**src/rtl/assert_macros.svh**
```systemverilog
// Assertion macros for the RTL file that checks its own logic.
`ifndef ASSERT_MACROS_SVH
`define ASSERT_MACROS_SVH

// Check that a condition implies a consequence at the same clock edge.
`define CCA_ASSERT_SAME(label, clk, rst_n, ante, cons, msg) \
    label: assert property (@(posedge clk) disable iff (!rst_n) (ante) |-> (cons)) \
        else $error(msg);

// Check that a condition implies a consequence at the next clock edge.
`define CCA_ASSERT_NEXT(label, clk, rst_n, ante, cons, msg) \
    label: assert property (@(posedge clk) disable iff (!rst_n) (ante) |=> (cons)) \
        else $error(msg);

`endif

```
**src/rtl/cca_pkg.sv**
```systemverilog
// Shared types, codes and constants of the cluster chain allocator.
package cca_pkg;

    localparam int MODE_W = 3;
    localparam int IDX_W  = 16;
    localparam int LINK_W = 28;
    localparam int CNT_W  = 17;
    localparam int ST_W   = 2;

    localparam int MAX_CLUSTERS_DEF = 65536;
    localparam int TABLE_LIMIT      = 65536;

    localparam logic [CNT_W-1:0] TOTAL_RESET = 17'h10000;
    localparam logic [CNT_W-1:0] COUNT_MAX   = 17'h1FFFF;

    localparam logic [LINK_W-1:0] EOC_MIN  = 28'hFFFFFF8;
    localparam logic [LINK_W-1:0] EOC_MARK = 28'hFFFFFFF;

    // Operation codes
    localparam logic [MODE_W-1:0] MODE_READ    = 3'd0;
    localparam logic [MODE_W-1:0] MODE_WRITE   = 3'd1;
    localparam logic [MODE_W-1:0] MODE_ALLOC   = 3'd2;
    localparam logic [MODE_W-1:0] MODE_FREE    = 3'd3;
    localparam logic [MODE_W-1:0] MODE_RECOUNT = 3'd4;

    // Status codes
    localparam logic [ST_W-1:0] ST_OK      = 2'd0;
    localparam logic [ST_W-1:0] ST_FULL    = 2'd1;
    localparam logic [ST_W-1:0] ST_RANGE   = 2'd2;
    localparam logic [ST_W-1:0] ST_CORRUPT = 2'd3;

    // One result item as it leaves the engine
    typedef struct packed {
        logic [ST_W-1:0]   status;
        logic [LINK_W-1:0] value_out;
        logic [CNT_W-1:0]  free_tally;
        logic [IDX_W-1:0]  scan_start;
    } t_result;

endpackage

```
**src/rtl/cca_engine.sv**
```systemverilog
// Operation sequencer: clearing pass, read, write, allocate scan, chain free and recount.
module cca_engine
    import cca_pkg::*;
#(
    parameter int DEPTH = MAX_CLUSTERS_DEF,
    parameter int AW    = $clog2(DEPTH)
) (
    input  logic              i_clk,
    input  logic              i_rst_n,
    input  logic [CNT_W-1:0]  i_total,
    input  logic              i_in_valid,
    output logic              o_in_ready,
    input  logic [MODE_W-1:0] i_mode,
    input  logic [IDX_W-1:0]  i_idx,
    input  logic [LINK_W-1:0] i_val,
    output logic              o_res_valid,
    input  logic              i_res_take,
    output t_result           o_res,
    output logic              o_wr_en,
    output logic [AW-1:0]     o_wr_addr,
    output logic [LINK_W-1:0] o_wr_data,
    output logic              o_rd_en,
    output logic [AW-1:0]     o_rd_addr,
    input  logic [LINK_W-1:0] i_rd_data
);

    typedef enum logic [5:0] {
        S_CLEAR = 6'b000001,
        S_IDLE  = 6'b000010,
        S_READ  = 6'b000100,
        S_SCAN  = 6'b001000,
        S_FREE  = 6'b010000,
        S_DONE  = 6'b100000
    } t_state;

    localparam logic [AW-1:0] LAST_ADDR = AW'(DEPTH - 1);

    t_state            r_state,      n_state;
    logic [AW-1:0]     r_clr_addr,   n_clr_addr;
    logic              r_op_alloc,   n_op_alloc;
    logic              r_phase,      n_phase;
    logic [CNT_W-1:0]  r_iss,        n_iss;
    logic [CNT_W-1:0]  r_lim,        n_lim;
    logic [CNT_W-1:0]  r_start,      n_start;
    logic              r_chk_vld,    n_chk_vld;
    logic [IDX_W-1:0]  r_chk_addr,   n_chk_addr;
    logic [IDX_W-1:0]  r_cur,        n_cur;
    logic [IDX_W-1:0]  r_least,      n_least;
    logic [CNT_W-1:0]  r_cnt,        n_cnt;
    logic [IDX_W-1:0]  r_first,      n_first;
    logic [CNT_W-1:0]  r_free_total, n_free_total;
    logic [IDX_W-1:0]  r_hint,       n_hint;
    t_result           r_res,        n_res;

    logic              fin;
    logic [ST_W-1:0]   fin_st;
    logic [LINK_W-1:0] fin_val;
    logic              hit;
    logic [CNT_W-1:0]  alloc_nxt;
    logic [IDX_W-1:0]  least_new;

    function automatic logic in_range(input logic [LINK_W-1:0] c, input logic [CNT_W-1:0] t);
        return (c >= LINK_W'(2)) && (c < LINK_W'(t));
    endfunction

    function automatic logic [IDX_W-1:0] lower_hint(input logic [IDX_W-1:0] lst,
                                                    input logic [IDX_W-1:0] hint);
        return ((lst != '0) && (lst < hint)) ? lst : hint;
    endfunction

    assign o_in_ready  = (r_state == S_IDLE);
    assign o_res_valid = (r_state == S_DONE);
    assign o_res       = r_res;

    assign hit       = r_chk_vld && (i_rd_data == '0);
    assign alloc_nxt = {1'b0, r_chk_addr} + CNT_W'(1);
    assign least_new = ((r_least == '0) || (r_cur < r_least)) ? r_cur : r_least;

    // Sequence the operation and drive the table ports
    always_comb begin
        n_state      = r_state;
        n_clr_addr   = r_clr_addr;
        n_op_alloc   = r_op_alloc;
        n_phase      = r_phase;
        n_iss        = r_iss;
        n_lim        = r_lim;
        n_start      = r_start;
        n_chk_vld    = r_chk_vld;
        n_chk_addr   = r_chk_addr;
        n_cur        = r_cur;
        n_least      = r_least;
        n_cnt        = r_cnt;
        n_first      = r_first;
        n_free_total = r_free_total;
        n_hint       = r_hint;
        n_res        = r_res;
        fin          = 1'b0;
        fin_st       = ST_OK;
        fin_val      = '0;
        o_wr_en      = 1'b0;
        o_wr_addr    = '0;
        o_wr_data    = '0;
        o_rd_en      = 1'b0;
        o_rd_addr    = '0;

        case (r_state)
            S_CLEAR: begin
                o_wr_en    = 1'b1;
                o_wr_addr  = r_clr_addr;
                n_clr_addr = r_clr_addr + AW'(1);
                if (r_clr_addr == LAST_ADDR) begin
                    n_state = S_IDLE;
                end
            end

            S_IDLE: begin
                if (i_in_valid) begin
                    case (i_mode)
                        MODE_READ: begin
                            if (in_range(LINK_W'(i_idx), i_total)) begin
                                o_rd_en   = 1'b1;
                                o_rd_addr = i_idx[AW-1:0];
                                n_state   = S_READ;
                            end else begin
                                fin    = 1'b1;
                                fin_st = ST_RANGE;
                            end
                        end
                        MODE_WRITE: begin
                            fin = 1'b1;
                            if (in_range(LINK_W'(i_idx), i_total)) begin
                                o_wr_en   = 1'b1;
                                o_wr_addr = i_idx[AW-1:0];
                                o_wr_data = i_val;
                            end else begin
                                fin_st = ST_RANGE;
                            end
                        end
                        MODE_ALLOC: begin
                            n_op_alloc = 1'b1;
                            n_phase    = 1'b0;
                            n_iss      = in_range(LINK_W'(r_hint), i_total) ?
                                         CNT_W'(r_hint) : CNT_W'(2);
                            n_start    = n_iss;
                            n_lim      = i_total;
                            n_chk_vld  = 1'b0;
                            n_state    = S_SCAN;
                        end
                        MODE_FREE: begin
                            if (in_range(LINK_W'(i_idx), i_total)) begin
                                o_rd_en   = 1'b1;
                                o_rd_addr = i_idx[AW-1:0];
                                n_cur     = i_idx;
                                n_least   = '0;
                                n_state   = S_FREE;
                            end else begin
                                fin    = 1'b1;
                                fin_st = ST_RANGE;
                            end
                        end
                        MODE_RECOUNT: begin
                            n_op_alloc = 1'b0;
                            n_phase    = 1'b1;
                            n_iss      = CNT_W'(2);
                            n_lim      = i_total;
                            n_cnt      = '0;
                            n_first    = '0;
                            n_chk_vld  = 1'b0;
                            n_state    = S_SCAN;
                        end
                        default: begin
                            fin = 1'b1;
                        end
                    endcase
                end
            end

            S_READ: begin
                fin     = 1'b1;
                fin_val = i_rd_data;
            end

            S_SCAN: begin
                if (r_op_alloc && hit) begin
                    // Claim the first free entry
                    o_wr_en      = 1'b1;
                    o_wr_addr    = r_chk_addr[AW-1:0];
                    o_wr_data    = EOC_MARK;
                    n_chk_vld    = 1'b0;
                    n_free_total = (r_free_total != '0) ? r_free_total - CNT_W'(1) : '0;
                    n_hint       = (alloc_nxt < i_total) ? alloc_nxt[IDX_W-1:0] : IDX_W'(2);
                    fin          = 1'b1;
                    fin_val      = LINK_W'(r_chk_addr);
                end else begin
                    // Tally free entries for a recount
                    if (!r_op_alloc && hit) begin
                        n_cnt = r_cnt + CNT_W'(1);
                        if (r_first == '0) begin
                            n_first = r_chk_addr;
                        end
                    end
                    // Issue the next read, or close the phase once drained
                    if (r_iss < r_lim) begin
                        o_rd_en    = 1'b1;
                        o_rd_addr  = r_iss[AW-1:0];
                        n_chk_vld  = 1'b1;
                        n_chk_addr = r_iss[IDX_W-1:0];
                        n_iss      = r_iss + CNT_W'(1);
                    end else begin
                        n_chk_vld = 1'b0;
                        if (!r_chk_vld) begin
                            if (!r_phase) begin
                                n_phase = 1'b1;
                                n_iss   = CNT_W'(2);
                                n_lim   = r_start;
                            end else if (r_op_alloc) begin
                                fin    = 1'b1;
                                fin_st = ST_FULL;
                            end else begin
                                n_free_total = r_cnt;
                                n_hint       = (r_first != '0) ? r_first : IDX_W'(2);
                                fin          = 1'b1;
                            end
                        end
                    end
                end
            end

            S_FREE: begin
                if (i_rd_data == '0) begin
                    // Entry already free: stop without counting it
                    fin    = 1'b1;
                    fin_st = ST_CORRUPT;
                    n_hint = lower_hint(r_least, r_hint);
                end else begin
                    o_wr_en      = 1'b1;
                    o_wr_addr    = r_cur[AW-1:0];
                    o_wr_data    = '0;
                    n_free_total = (r_free_total < COUNT_MAX) ?
                                   r_free_total + CNT_W'(1) : COUNT_MAX;
                    if (i_rd_data >= EOC_MIN) begin
                        fin    = 1'b1;
                        n_hint = lower_hint(least_new, r_hint);
                    end else if (!in_range(i_rd_data, i_total)) begin
                        fin    = 1'b1;
                        fin_st = ST_CORRUPT;
                        n_hint = lower_hint(least_new, r_hint);
                    end else begin
                        // Follow the link
                        n_cur     = i_rd_data[IDX_W-1:0];
                        n_least   = least_new;
                        o_rd_en   = 1'b1;
                        o_rd_addr = i_rd_data[AW-1:0];
                    end
                end
            end

            S_DONE: begin
                if (i_res_take) begin
                    n_state = S_IDLE;
                end
            end

            default: begin
                n_state = S_IDLE;
            end
        endcase

        // Capture the result with the count and hint left by the operation
        if (fin) begin
            n_res.status     = fin_st;
            n_res.value_out  = fin_val;
            n_res.free_tally = n_free_total;
            n_res.scan_start = n_hint;
            n_state          = S_DONE;
        end
    end

    // Control state
    always_ff @(posedge i_clk) begin
        if (!i_rst_n) begin
            r_state      <= S_CLEAR;
            r_clr_addr   <= '0;
            r_chk_vld    <= 1'b0;
            r_free_total <= '0;
            r_hint       <= IDX_W'(2);
        end else begin
            r_state      <= n_state;
            r_clr_addr   <= n_clr_addr;
            r_chk_vld    <= n_chk_vld;
            r_free_total <= n_free_total;
            r_hint       <= n_hint;
        end
    end

    // Working registers
    always_ff @(posedge i_clk) begin
        r_op_alloc <= n_op_alloc;
        r_phase    <= n_phase;
        r_iss      <= n_iss;
        r_lim      <= n_lim;
        r_start    <= n_start;
        r_chk_addr <= n_chk_addr;
        r_cur      <= n_cur;
        r_least    <= n_least;
        r_cnt      <= n_cnt;
        r_first    <= n_first;
        r_res      <= n_res;
    end

endmodule

```
**config.mk**
```make
export PLATFORM = sky130hd
export DESIGN_NAME = cca_engine
export DESIGN_NICKNAME = d
export VERILOG_FILES = /design/src/rtl/assert_macros.svh /design/src/rtl/cca_pkg.sv /design/src/rtl/cca_engine.sv
export SDC_FILE = /design/constraint.sdc
export NUM_CORES = 1
export LEC_CHECK = 0
export ABC_AREA = 0
export BUFFER_PORTS_ARGS = -buffer_cell sky130_fd_sc_hd__buf_2
export CORE_ASPECT_RATIO = 2
export CORE_MARGIN = 4
export CORE_UTILIZATION = 55
export DETAILED_ROUTE_END_ITERATION = 8
export PLACE_DENSITY_LB_ADDON = 0.05
export RECOVER_POWER = 25
export SLEW_MARGIN = 20
export SYNTH_ARGS = -nofsm -noshare
export SYNTH_HDL_FRONTEND = slang
export SYNTH_SLANG_ARGS = --single-unit
```
**constraint.sdc**
```tcl
create_clock -name i_clk -period 9.5 [get_ports i_clk]
set_input_delay 0 -clock i_clk [delete_from_list [all_inputs] [get_ports i_clk]]
set_output_delay 0 -clock i_clk [all_outputs]
set_load 0.01 [all_outputs]
```
==> results of run 1 <==
## where the power goes
group / switching (mW) / total [mW] / internal [mW]
sequential: 0.0437 / 1.27 / 1.23
clock: 0.461 / 1.09 / 0.633
combinational: 0.300 / 0.459 / 0.159
## worst reg2reg max path: cells and delay by family, from the launching register on
family                 cells  cell delay, ps
AO/OA/AOI/OAI              4            1590
buffers and inverters      1            2330
flip-flops                 1             340
AND/OR/NAND/NOR            3            1780
## cell type report
class | instances | area share [%]
repair buffers | 305 | 9.10
well taps | 364 | 2.34
flip-flops and latches | 252 | 36.0
clock inverters | 11 | 0.726
inverters | 97 | 1.87
diodes | 1 | 0.0129
clock buffers | 33 | 3.84
multi-input cells | 1363 | 46.1
## per-stage QoR
stage | hold slack, ps | cell area [sq um] | std cells | power [mW]
final | 29.4 | 19500 | 2426 | 2.82
after global routing | 39.4 | 19500 | 2426 | 2.89
after CTS | 1.09 | 19600 | 2424 | 2.81
after detailed placement | 283 | 18100 | 2325 | 1.73
after global placement | 276 | 18100 | 2325 | 1.72
after floorplan | 115 | 16700 | 1804 | 1.54
## path summary, 6_finish.rpt
| kind | startpoint | to | slack [ps] |
|---|---|---|---|
| max | r_state[0] | o_res[5] | 3200 |
| min | i_total[13] | r_lim[13] | 30 |
| max reg2reg | r_state[0] | o_res[5] | 3200 |
| min reg2reg | r_clr_addr[10] | r_clr_addr[10] | 520 |
## cell usage in the layout (no fill, tap or decap), types with 19 or more instances in the layout
cell / count
a22o_1: 29
nand3_1: 74
o22ai_1: 24
mux2i_1: 27
a31oi_1: 25
buf_2: 157
xor2_1: 35
edfxtp_1: 196
clkbuf_16: 26
nand4_1: 39
clkbuf_1: 70
dfxtp_1: 56
inv_1: 96
a21oi_1: 66
a21o_1: 19
buf_4: 23
nor3_1: 37
dlygate4sd3_1: 55
nand2_1: 255
o21ai_0: 90
ha_1: 129
and2_1: 33
nor4_1: 33
xnor2_1: 23
nor2_1: 116
a221o_1: 21
and3_1: 39
## timing repair
action | CTS | global route
endpoints found under the hold margin | 64 | 0
setup endpoints to repair | 0 | 0
hold buffers | 55 | 0
setup buffers | 0 | 0
## cells by family (layout without fill, tap and decap cells)
| group | count (synthesis) | count (layout) |
|---|---|---|
| AO/OA/AOI/OAI | 421 | 421 |
| adder cells (fa/ha/maj) | 129 | 129 |
| buffers and inverters | 189 | 446 |
| other | 0 | 1 |
| XOR/XNOR | 58 | 58 |
| flip-flops | 252 | 252 |
| AND/OR/NAND/NOR | 725 | 725 |
| multiplexers | 30 | 30 |
## flip-flops by register name, summed over array words and instances, names as in the netlist
name	flops
o_res	63
r_cnt	17
r_free_total	17
r_iss	17
r_lim	17
r_chk_addr	16
r_clr_addr	16
r_cur	16
r_first	16
r_hint	16
r_least	16
r_start	16
r_state	6
r_chk_vld	1
r_op_alloc	1
r_phase	1
## metal layers
| metal | vias up | wire [um] | global-route usage [%] |
|---|---|---|---|
| met3 | 448 | 6360 | 7.69 |
| met4 | 4 | 9840 | 44.0 |
| met5 | - | 20 | 0 |
| met2 | 1210 | 36000 | 72.9 |
| met1 | 7834 | 22400 | 45.1 |
| li1 | 7240 | - | - |
==> results.md, run 1 <==
Worst setup path:
- The largest fanout on the critical path is 70.
- The worst register-to-register path has a depth of 8.
- The kind of capture point of the worst setup path is a flop.
- The data required time at the worst endpoint is between 9000 and 10,000 ps.
- The critical path in this run is classified as flop to flop.
- The worst-path cell with the longest stage delay is clkbuf_1.
- The critical path's largest stage delay is 2330 ps.
- The critical path goes through or4_1 -> nor3b_1 -> clkbuf_1 -> nor2_1 -> a31oi_1 -> o31ai_1 -> a2111oi_0 -> a21oi_1.
- The kind of start point of the critical path is a flop.
- The number of buffers and inverters on the critical path is 1.
- The arrival time of data at the critical path endpoint is between 6000 and 7000 ps.
- The total number of cells along the worst setup path is 8.
- The kind of cell with the highest combined delay along the critical path is buffers and inverters.

Global route:
- The first global-routing pass estimated around 110,000 um of wire.
- The residual overflow from global routing is 0.
- Global routing used about 44% of the available tracks across all layers.
- The via count of the first global-routing pass is about 17,000.
- The initial antenna violation count is 4.
- Entering global routing, the biggest net connects approximately 70 pins.

Timing:
- The final-report setup violation count is 0.
- The worst path needs 6300 ps of the cycle, external delays included.
- Derived from the worst setup path, the maximum achievable clock frequency is between 0.15 and 0.2 GHz.
- The final hold violation count was 0.
- Summed over all failing endpoints, the final setup total negative slack is 0 ps.
- After layout, the worst path uses approximately two thirds of the clock period.
- In the post-route analysis, the smallest setup slack over all paths is between 3000 and 4000 ps.
- The number of max-slew violations in the final report is 141.
- For the final database, setup skew stands at approximately 10 ps.
- At the pin with the least slew margin, the transition time is 3290 ps.
- The remaining max-slew budget at the tightest pin is -119%.
- Setup repair after global routing left no endpoint under its margin.

Placed design:
- Input and output buffers added on the ports amount to approximately 220.
- The worst setup slack after placement is ~3700 ps.
- The HPWL after detailed placement is approximately 55,000 um.
- The routability-driven placement congestion ratio is slightly above 1.

Pwr:
- The leakage dissipation is around 8 nW.
- Across the VDD grid, the largest voltage drop is between 0.15 and 0.2 mV.
- The power density of the placed cells is about 140 nW/um^2.

Drt:
- The average wire per cell in the routed design is around 31 um.
- The average vias per placed instance is roughly 6.9.
- The total wire length after detailed routing is roughly 75,000 um.
- The total number of vias is 16,700.
- After the first detailed-routing iteration, the DRC count stood at 1,734.
- Before antenna repair, the detailed router went through 8 iterations.
- For this run, design rule violations remaining after detail routing come to 0.
- The detail route stage leaves a number of antenna-violating nets equal to 0.

Synthesis:
- Summing the areas of all fa, ha and maj instances in the mapped netlist gives ~9.7% of the synthesized area.
- Of the total synthesized cell area, the portion taken by AND, OR, NAND and NOR gates is a little over a fifth.
- After synthesis, the most frequently instantiated cells are 255 x nand2_1, 196 x edfxtp_1, 129 x ha_1, 120 x nor2_1, 96 x inv_1.
- The sequential share of the synthesized area is between 40% and 50%.
- The most used flip-flop cell after synthesis is edfxtp_1.
- Of all cell types, the one taking the most synthesized area is edfxtp_1.
- Dividing the synthesized area by the synthesized cell count gives between 9 and 10 sq um.
- The synthesized netlist devotes under 10% of its cell area to XOR and XNOR gates.
- The mux share of post-synthesis cell area is around 1.8%.
- Among all cell types in the netlist, the one instantiated most often is nand2_1.
- In the post-synthesis netlist, the biggest area contributors are edfxtp_1 35%, ha_1 9.7%, dfxtp_1 6.7%, nand2_1 5.7%, o21ai_0 2.7%.
- Synthesis instantiated 82 different standard cells from the library.
- The combinational family with the most area after synthesis is simple AND/OR/NAND/NOR gates.
- Counting every net in the synthesized netlist gives approximately 2,000.
- Counting flops and latches in the post-synthesis netlist gives about 250.
- In this run, synthesis inferred between 150 and 200 flip-flops with an integrated enable.
- The area share of the leading cell type in the synthesized netlist is 35.3%.
- The count of mapped cells out of synthesis is ~1,800.
- The mapped netlist covers 16,700 sq um.
- For this run, the number of Yosys warnings is 0.
- The compound-gate portion of the synthesized area is 17.5%.
- After synthesis, the share of flip-flops with an asynchronous set or reset is 0%.

Min path:
- Counting instances, the worst hold path has a depth of 3.
- The type of the most critical hold path is input pin to flop.

Run:
- Max-cap violations in this run came to 3.

Cells and area:
- Once layout is complete, the utilization of the core stands at approximately two thirds.
- The post-route netlist has between 10% and 20% of its cells at a drive strength greater than 1.
- In the final design database the tool counted about 2,300 nets.
- The post-synthesis to final-layout area growth is 16.9%.
- The multi-input combinational cell area is 8980 sq um.
- The number of fill cells is around 2,500.
- The flip-flop and latch area is 7010 sq um.

Die:
- The effective utilization at floorplan is a little under three fifths.
- The row count is 89.
- The die outline height is 254 um.
- The I/O pin total is ~220.
- The die is 131 um wide.
- The core region is 29,700 sq um.
- The die covers 33,300 sq um.

Clock network:
- Clock tree synthesis inserted a total of 24 buffers.
- Gates resized during post-CTS repair numbered 0.
- The root buffer cell chosen for the clock tree is clkbuf_16.
- The clock passes through at most 3 buffers.
- In this run the number of H-tree levels came out at 1.
- The TritonCTS clock tree is done.
- Clock-pin slew was measured on the worst setup and hold paths at ~70 ps.
- For this design, the sink count on the clock tree is 252.
- The clock latency of the later-clocked register in the worst-skew pair is 550 ps.

Outcome:
- The run finished, with violations left.
- The final reports fail on capacitance limit, slew limit.
(Power assumes the default switching activity.)
==> run 2, diff against run 1 <==
Settings changed: ABC_AREA 0 to 1.
Clock period 9.5 ns to 6.5 ns, I/O delays scaled along.
==> results.md, run 2 <==
Clock network:
- The longest clock path from root to sink contains 3 buffers.
- Post-CTS timing repair inserted 0 buffers for setup.
- The TritonCTS clock tree is done.
- The number of instances resized during post-cts repair is 0.
- The TritonCTS buffer count is 25.
- In this run the number of H-tree levels came out at 1.
- In this run the clock root is driven by a clkbuf_16.
- Counting every sink on the clock net gives between 200 and 300.
- The number of buffers inserted for hold repair after clock tree synthesis is 63.
- The clock latency of the later-clocked register in the worst-skew pair is between 500 and 600 ps.
- Clock-pin slew was measured on the worst setup and hold paths at roughly 70 ps.

Worst setup path:
- The arrival time of data at the critical path endpoint is about 4600 ps.
- The data required time at the worst endpoint is ~6500 ps.
- The kind of start point of the critical path is a flop.
- In this run the worst path has a maximum fanout of 40.
- The kind of critical path is flop to output pin.
- The kind of capture point of the worst setup path is an output pin.

Cells and area:
- The number of fill cells is around 2,800.
- The repair_antennas step left the layout with diodes totalling 0.
- The register with the most flip-flops in the layout has 63 of them.
- The layout cell share with drive strength beyond 1 is roughly a tenth.
- Once layout is done, the placed cells without fillers occupy about 20,000 sq um.
- From synthesis to final layout, the design area changed by 16.2%.
- Leaving out fill and tap cells, the most frequent cells in the layout are 417 x nand2_1, 359 x inv_1, 209 x nor2_1.
- The commonest non-fill, non-tap cell in the layout is nand2_1.
- The number of nets in the finished design is between 2,000 and 3,000.

Pwr:
- The power consumption is between 3 and 4 mW.
- VDD sags by at most 0.193 mV.
- The power density of the placed cells is 191 nW/um^2.
- The leakage dissipation is 9.14 nW.

Placed design:
- Detailed placement finished with a half-perimeter wire length of 49,300 um.
- After detailed placement, the total cell area comes to between 15,000 and 20,000 sq um.
- The number of buffer cells added on primary ports is roughly 220.
- The routability-driven placement congestion ratio is 0.973.

Drt:
- The violation count after the first detailed-routing iteration is around 1,600.
- The average wire per cell in the routed design is about 22 um.
- The DRC violations left is 0.
- For this block, the via count after detailed routing is around 17,000.
- The antenna violation net count after detailed routing is 0.
- The total wire length after detailed routing is 64,200 um.
- The pre-antenna-repair detailed-routing pass consisted of 6 iterations.
- The average vias per placed instance is between 5 and 6.

Timing:
- The final clock skew is roughly 20 ps.
- The period utilization is ~71%.
- The final critical-path required period is ~4600 ps.
- The number of max-slew violations in the final report was 41.
- Summed over all failing endpoints, the final setup total negative slack is 0 ps.
- The final-report setup violation count is 0.
- Setup repair after global routing left no endpoint under its margin.
- The slew at the pin with the worst max-slew slack is 2440 ps.
- The final hold violation count was 0.
- The remaining max-slew budget at the tightest pin is -64.5%.
- The highest achievable clock rate is 0.217 GHz.

Die:
- In this run the core area contains 91 standard-cell rows.
- The floorplan step set the die width to approximately 130 um.
- For this design the top-level I/O count stands at between 200 and 250.
- In this run the vertical extent of the chip is roughly 260 um.
- Once the floorplan was initialized, standard cells occupied between 50% and 60% of the core.
- The area enclosed by the die boundary is roughly 35,000 sq um.
- The core region is a little over 30,000 sq um.

Synthesis:
- Ranked by instance count, the synthesized netlist is headed by 417 x nand2_1, 359 x inv_1, 213 x nor2_1, 196 x edfxtp_1, 167 x o21ai_0.
- After synthesis, the mean cell area works out to 7.78 sq um.
- Counting flops with a built-in enable in the synthesized netlist gives about 200.
- The dominant register cell in the synthesized netlist is edfxtp_1.
- The synthesized cell area is roughly 17,000 sq um.
- The biggest area contributor in the post-synthesis netlist is edfxtp_1.
- In the post-synthesis netlist, the cell with the most instances is nand2_1.
- The share of async-settable or async-resettable flops after synthesis is 0%.
- After synthesis, the cell types taking the most area are edfxtp_1 34%, ha_1 9.3%, nand2_1 9.0%, inv_1 7.8%, dfxtp_1 6.5%.
- The area share of the leading cell type in the synthesized netlist is between 30% and 40%.
- In this run, synthesis produced a sequential element count of between 200 and 300.
- The yosys synthesis warning count is 0.
- In this run, distinct cell masters in the synthesized netlist total 58.
- The count of mapped cells out of synthesis is ~2,200.
- The sequential share of the synthesized area is 40.5%.
- The net count after synthesis is approximately 2,500.

Global route:
- After global routing the overflow that remains totals 0.
- The via count of the first global-routing pass is ~17,000.
- The maximum number of pins on one net before global-route repair is 65.
- The first global-routing pass estimated 96,200 um of wire.
- The initial antenna violation count came to 0.
- For this run, the total global-route usage over all layers was measured as a little over a third.

Run:
- The count of maximum capacitance violations is 2.

Min path:
- The path class of the tightest hold or removal check is input pin to flop.

Outcome:
- The final reports fail on capacitance limit, slew limit.
- The run finished, with violations left.
## run 2: kinds of logic (layout without fill, tap and decap cells)
group	count (synthesis)	after routing	share of synthesized area, %
buf+inv	448	718	9.98
simple gates	936	936	24.1
xor+xnor	39	39	1.97
compound gates	421	421	14.1
flops	252	252	40.5
fa+ha+maj	129	129	9.33
## run 2: final timing paths
path / startpoint / endpoint / slack [ps] / cells after the start
worst min-delay path: i_total[9] / r_lim[9] / 20 / 3
worst max-delay path: r_state[5] / o_rd_addr[15] / 1900 / 11
worst min register to register: r_clr_addr[15] / r_clr_addr[15] / 460 / 1
worst max register to register: r_state[5] / r_clr_addr[14] / 1960 / 12
## run 2: layout make-up
cell class	instances	area (sq um)	area share (%)
multi-input combinational	1525	8580	42.7
sequential	252	7010	34.8
tap	418	523	2.60
timing repair buffer	308	1820	9.05
inverter	365	1370	6.81
clock buffer	38	714	3.55
clock inverter	7	91.3	0.454
## run 2: metal layers
layer / wire [um] / share of wire, % / track usage [%]
met3: 4340 / 6.8 / 4.93
met1: 21400 / 33 / 37.9
met5: 0 / 0 / 0
met2: 33400 / 52 / 66.7
met4: 5000 / 7.8 / 24.5
## run 2: per-stage QoR
step / cells / utilization (%) / setup slack (ps) / hold slack [ps]
finish: 2913 / 64.9 / 1900 / 18.6
global route: 2913 / 64.9 / 1670 / 12.6
CTS: 2913 / 65.3 / 2030 / 1.70
detailed placement: 2805 / 60.7 / 2310 / 281
global placement: 2805 / 60.7 / 2380 / 276
floorplan: 2225 / - / 2650 / 119
## run 2: worst max-delay path, stage by stage, from the launching register on
cell and delay [ps]:
dfxtp_1 350, nor2_1 210, inv_1 100, nor4_1 400
clkbuf_1 920, buf_4 560, nand2_1 320, nor2_2 140
buf_4 400, a32oi_1 250, o21ai_0 180, buf_2 200
## run 2: report_power, final
part / switching, mW / internal, mW / total [mW] / leakage, nW
Combinational: 0.356 / 0.164 / 0.520 / 6.45
Sequential: 0.0388 / 1.79 / 1.83 / 2.30
Clock: 0.657 / 0.837 / 1.49 / 0.392
==> run 3, diff against run 2 <==
Clock period 6.5 ns to 4.39 ns, I/O delays scaled along.
==> results.md, run 3 (synthesis results as in run 2) <==
Global route:
- The initial antenna violation count is 0.
- The residual overflow from global routing is 0.
- The first global-routing pass estimated just under 100,000 um of wire.
- The global-route total usage across every layer is 36.4%.
- The via count of the first global-routing pass was between 15,000 and 20,000.
- Entering global routing, the biggest net connects 45 pins.

Cells and area:
- The area growth from synthesis to layout is 16.9%.
- The register with the most flip-flops in the layout has 63 of them.
- The number of antenna diodes in the final layout is 0.
- In the layout the commonest cells are 423 x nand2_1, 361 x inv_1, 209 x nor2_1.
- The library cell used most frequently in the layout, excluding fill and tap cells, is nand2_1.
- After the flow finishes, the layout carries non-filler instances totaling approximately 2,900.
- At the end of the flow the core is filled with cells to roughly two thirds.
- The layout cell share with drive strength beyond 1 is between 10% and 20%.
- The final layout contains approximately 2,700 nets.

Drt:
- For this block, the initial DRC count from the detailed router was between 1,500 and 2,000.
- After detailed routing, the total wire length is 64,800 um.
- The count of nets left with antenna violations once routing finished came out at 0.
- For this run, design rule violations remaining after detail routing come to 0.
- In the final routed layout, each cell accounts on average for roughly 22 um.
- The pre-antenna-repair detailed-routing pass consisted of 5 iterations.
- The total number of vias is ~17,000.
- The average vias per placed instance is around 5.9.

Pwr:
- Internal power comes to 4.20 mW.
- The leakage dissipation is about 9 nW.
- The power density of the placed cells is 284 nW/um^2.
- The switching power summed over all nets is about 1.6 mW.
- Power comes to 5.75 mW.
- Sequential cells burn around 47% of the power.
- The switching power as a share of total power is about 27%.
- The combinational share of power is ~13%.
- The share of total power dissipated in the clock network is between 30% and 40%.
- Across the VDD grid, the largest voltage drop is approximately 0.35 mV.

Worst setup path:
- The kind of critical path is input pin to output pin.
- At the worst endpoint, the required time is between 4000 and 5000 ps.
- The worst reg2reg path depth is 24.
- The kind of start point of the critical path is an input pin.
- The arrival time of data at the critical path endpoint is ~4200 ps.
- Of all nets on the critical path, the largest fanout is 19.
- In this run the register-to-register setup slack is around 420 ps.
- The worst register-to-register path begins at r_chk_addr[0].
- The endpoint of the most critical register-to-register path is o_res[6].
- The kind of capture point of the worst setup path is an output pin.

Die:
- The die outline height is between 200 and 300 um.
- Once the floorplan was initialized, standard cells occupied about 56% of the core.
- The horizontal extent of the die is between 100 and 150 um.
- The floorplan step defined a die boundary enclosing between 30,000 and 40,000 sq um.
- The placeable core area is between 30,000 and 40,000 sq um.
- The I/O pin total is ~220.
- The row count is between 90 and 100.

Min path:
- The tightest min-delay check is of the input pin to flop type.
- In this run the most critical hold path is launched from i_rd_data[1].
- The terminating pin of the worst hold path is o_res[34].
- The worst hold path passes through 3 cells.

Clock network:
- The number of instances resized during post-cts repair is 0.
- Counting every sink on the clock net gives 252.
- CTS built an H-tree with a depth of 1.
- The maximum buffer depth of the clock tree is 3.
- After clock tree synthesis, the clock-pin slew on the worst setup and hold paths is ~60 ps.
- TritonCTS created 25 clock buffers.
- TritonCTS built the clock tree.
- The clock root buffer master is clkbuf_16.
- The clock latency of the later-clocked register in the worst-skew pair is approximately 550 ps.

Placed design:
- The number of buffer cells added on primary ports is ~220.
- Once placement completed, the tool counted placed cells totaling 2,821.
- At the end of routability-driven placement, the weighted congestion stood at slightly above 1.
- The post-detailed-placement half-perimeter wirelength is roughly 50,000 um.

Timing:
- The slew at the pin with the worst max-slew slack is 2100 ps.
- Setup repair after global routing left no endpoint under its margin.
- The highest achievable clock rate is 0.237 GHz.
- Setup violations remaining at the end of the flow were counted as 0.
- Across the routed clock network, the largest skew measured is ~13 ps.
- The period utilization is about 96%.
- The final hold violation count is 0.
- The remaining max-slew budget at the tightest pin is -40.3%.
- The final critical-path required period is about 4200 ps.
- The number of max-slew violations in the final report is ~120.
- In the final timing run, aggregate negative setup slack is 0 ps.

Outcome:
- The checks that failed: capacitance limit, slew limit.
- The flow ran to the end, but the final reports show violations.

Run:
- The count of maximum capacitance violations is 4.
[run 3: cell types whose count changed in the layout (fill, tap and decap cells not counted), moves of 2 or more]
cell / change
buf_4: +13
nand2_1: +6
nand2_2: -6
clkbuf_1: -5
clkinv_1: +5
dlygate4sd3_1: -5
inv_2: -3
buf_12: +2
bufinv_16: +2
clkbuf_8: -2
clkinv_4: +2
inv_1: +2
[run 3: area by class of cell]
| cell class | instances | area (sq um) |
|---|---|---|
| clock buffers | 30 | 664 |
| clock inverters | 14 | 175 |
| fillers | 2800 | 10700 |
| inverters | 365 | 1370 |
| multi-input cells | 1525 | 8560 |
| flip-flops and latches | 252 | 7010 |
| well taps | 418 | 523 |
| repair buffers | 320 | 1930 |
[run 3: critical path, stage by stage]
cell           delay [ps]
dlygate4sd3_1         550
buf_2                 140
inv_1                  60
nand2_1               180
nor3_1                190
nand4_1               100
nor2_1                310
nand4_1               400
inv_1                 370
nand3_1               490
nand2_1               460
nor2_2                270
buf_4                 280
nand2_1                80
o221ai_1              140
buf_2                 190
[run 3: power by group through the flow]
stage | clock network (mW) | logic (mW) | registers (mW)
3_3_place_gp | 0 | 0.714 | 2.75
4_1_cts | 2.29 | 0.774 | 2.70
6_report | 2.29 | 0.769 | 2.70
2_1_floorplan | 0 | 0.414 | 2.75
3_5_place_dp | 0 | 0.729 | 2.75
5_1_grt | 2.39 | 0.834 | 2.70
[run 3: how the worst max path moves through the flow]
stage	from	to	slack, ps	depth (start not counted)
6_report	i_rd_data[18]	o_rd_addr[4]	180	16
2_1_floorplan	r_iss[2]	o_res[0]	540	11
3_5_place_dp	r_chk_addr[0]	o_res[15]	440	23
4_1_cts	i_rd_data[18]	o_rd_addr[4]	270	16
5_1_grt	i_rd_data[18]	o_rd_addr[2]	6	16
3_3_place_gp	r_chk_addr[2]	o_res[15]	520	22
[run 3: repair_timing]
item / CTS / global route
setup buffers: 0 / 0
hold endpoints to repair: 79 / 0
hold buffers: 58 / 0
[run 3: stage by stage]
step | hold slack (ps) | area, sq um | setup WS [ps]
6_report | 17.6 | 20200 | 178
5_1_grt | 29.2 | 20200 | 6.49
4_1_cts | 5.31 | 20400 | 269
3_5_place_dp | 278 | 18900 | 437
3_3_place_gp | 273 | 18900 | 518
2_1_floorplan | 119 | 17300 | 539
[run 3: per-layer routing]
metal / GRT usage (%) / share of wire (%)
met5: 0 / 0
met4: 22.7 / 7.6
met3: 4.99 / 7.2
met2: 65.8 / 51
met1: 39.8 / 34
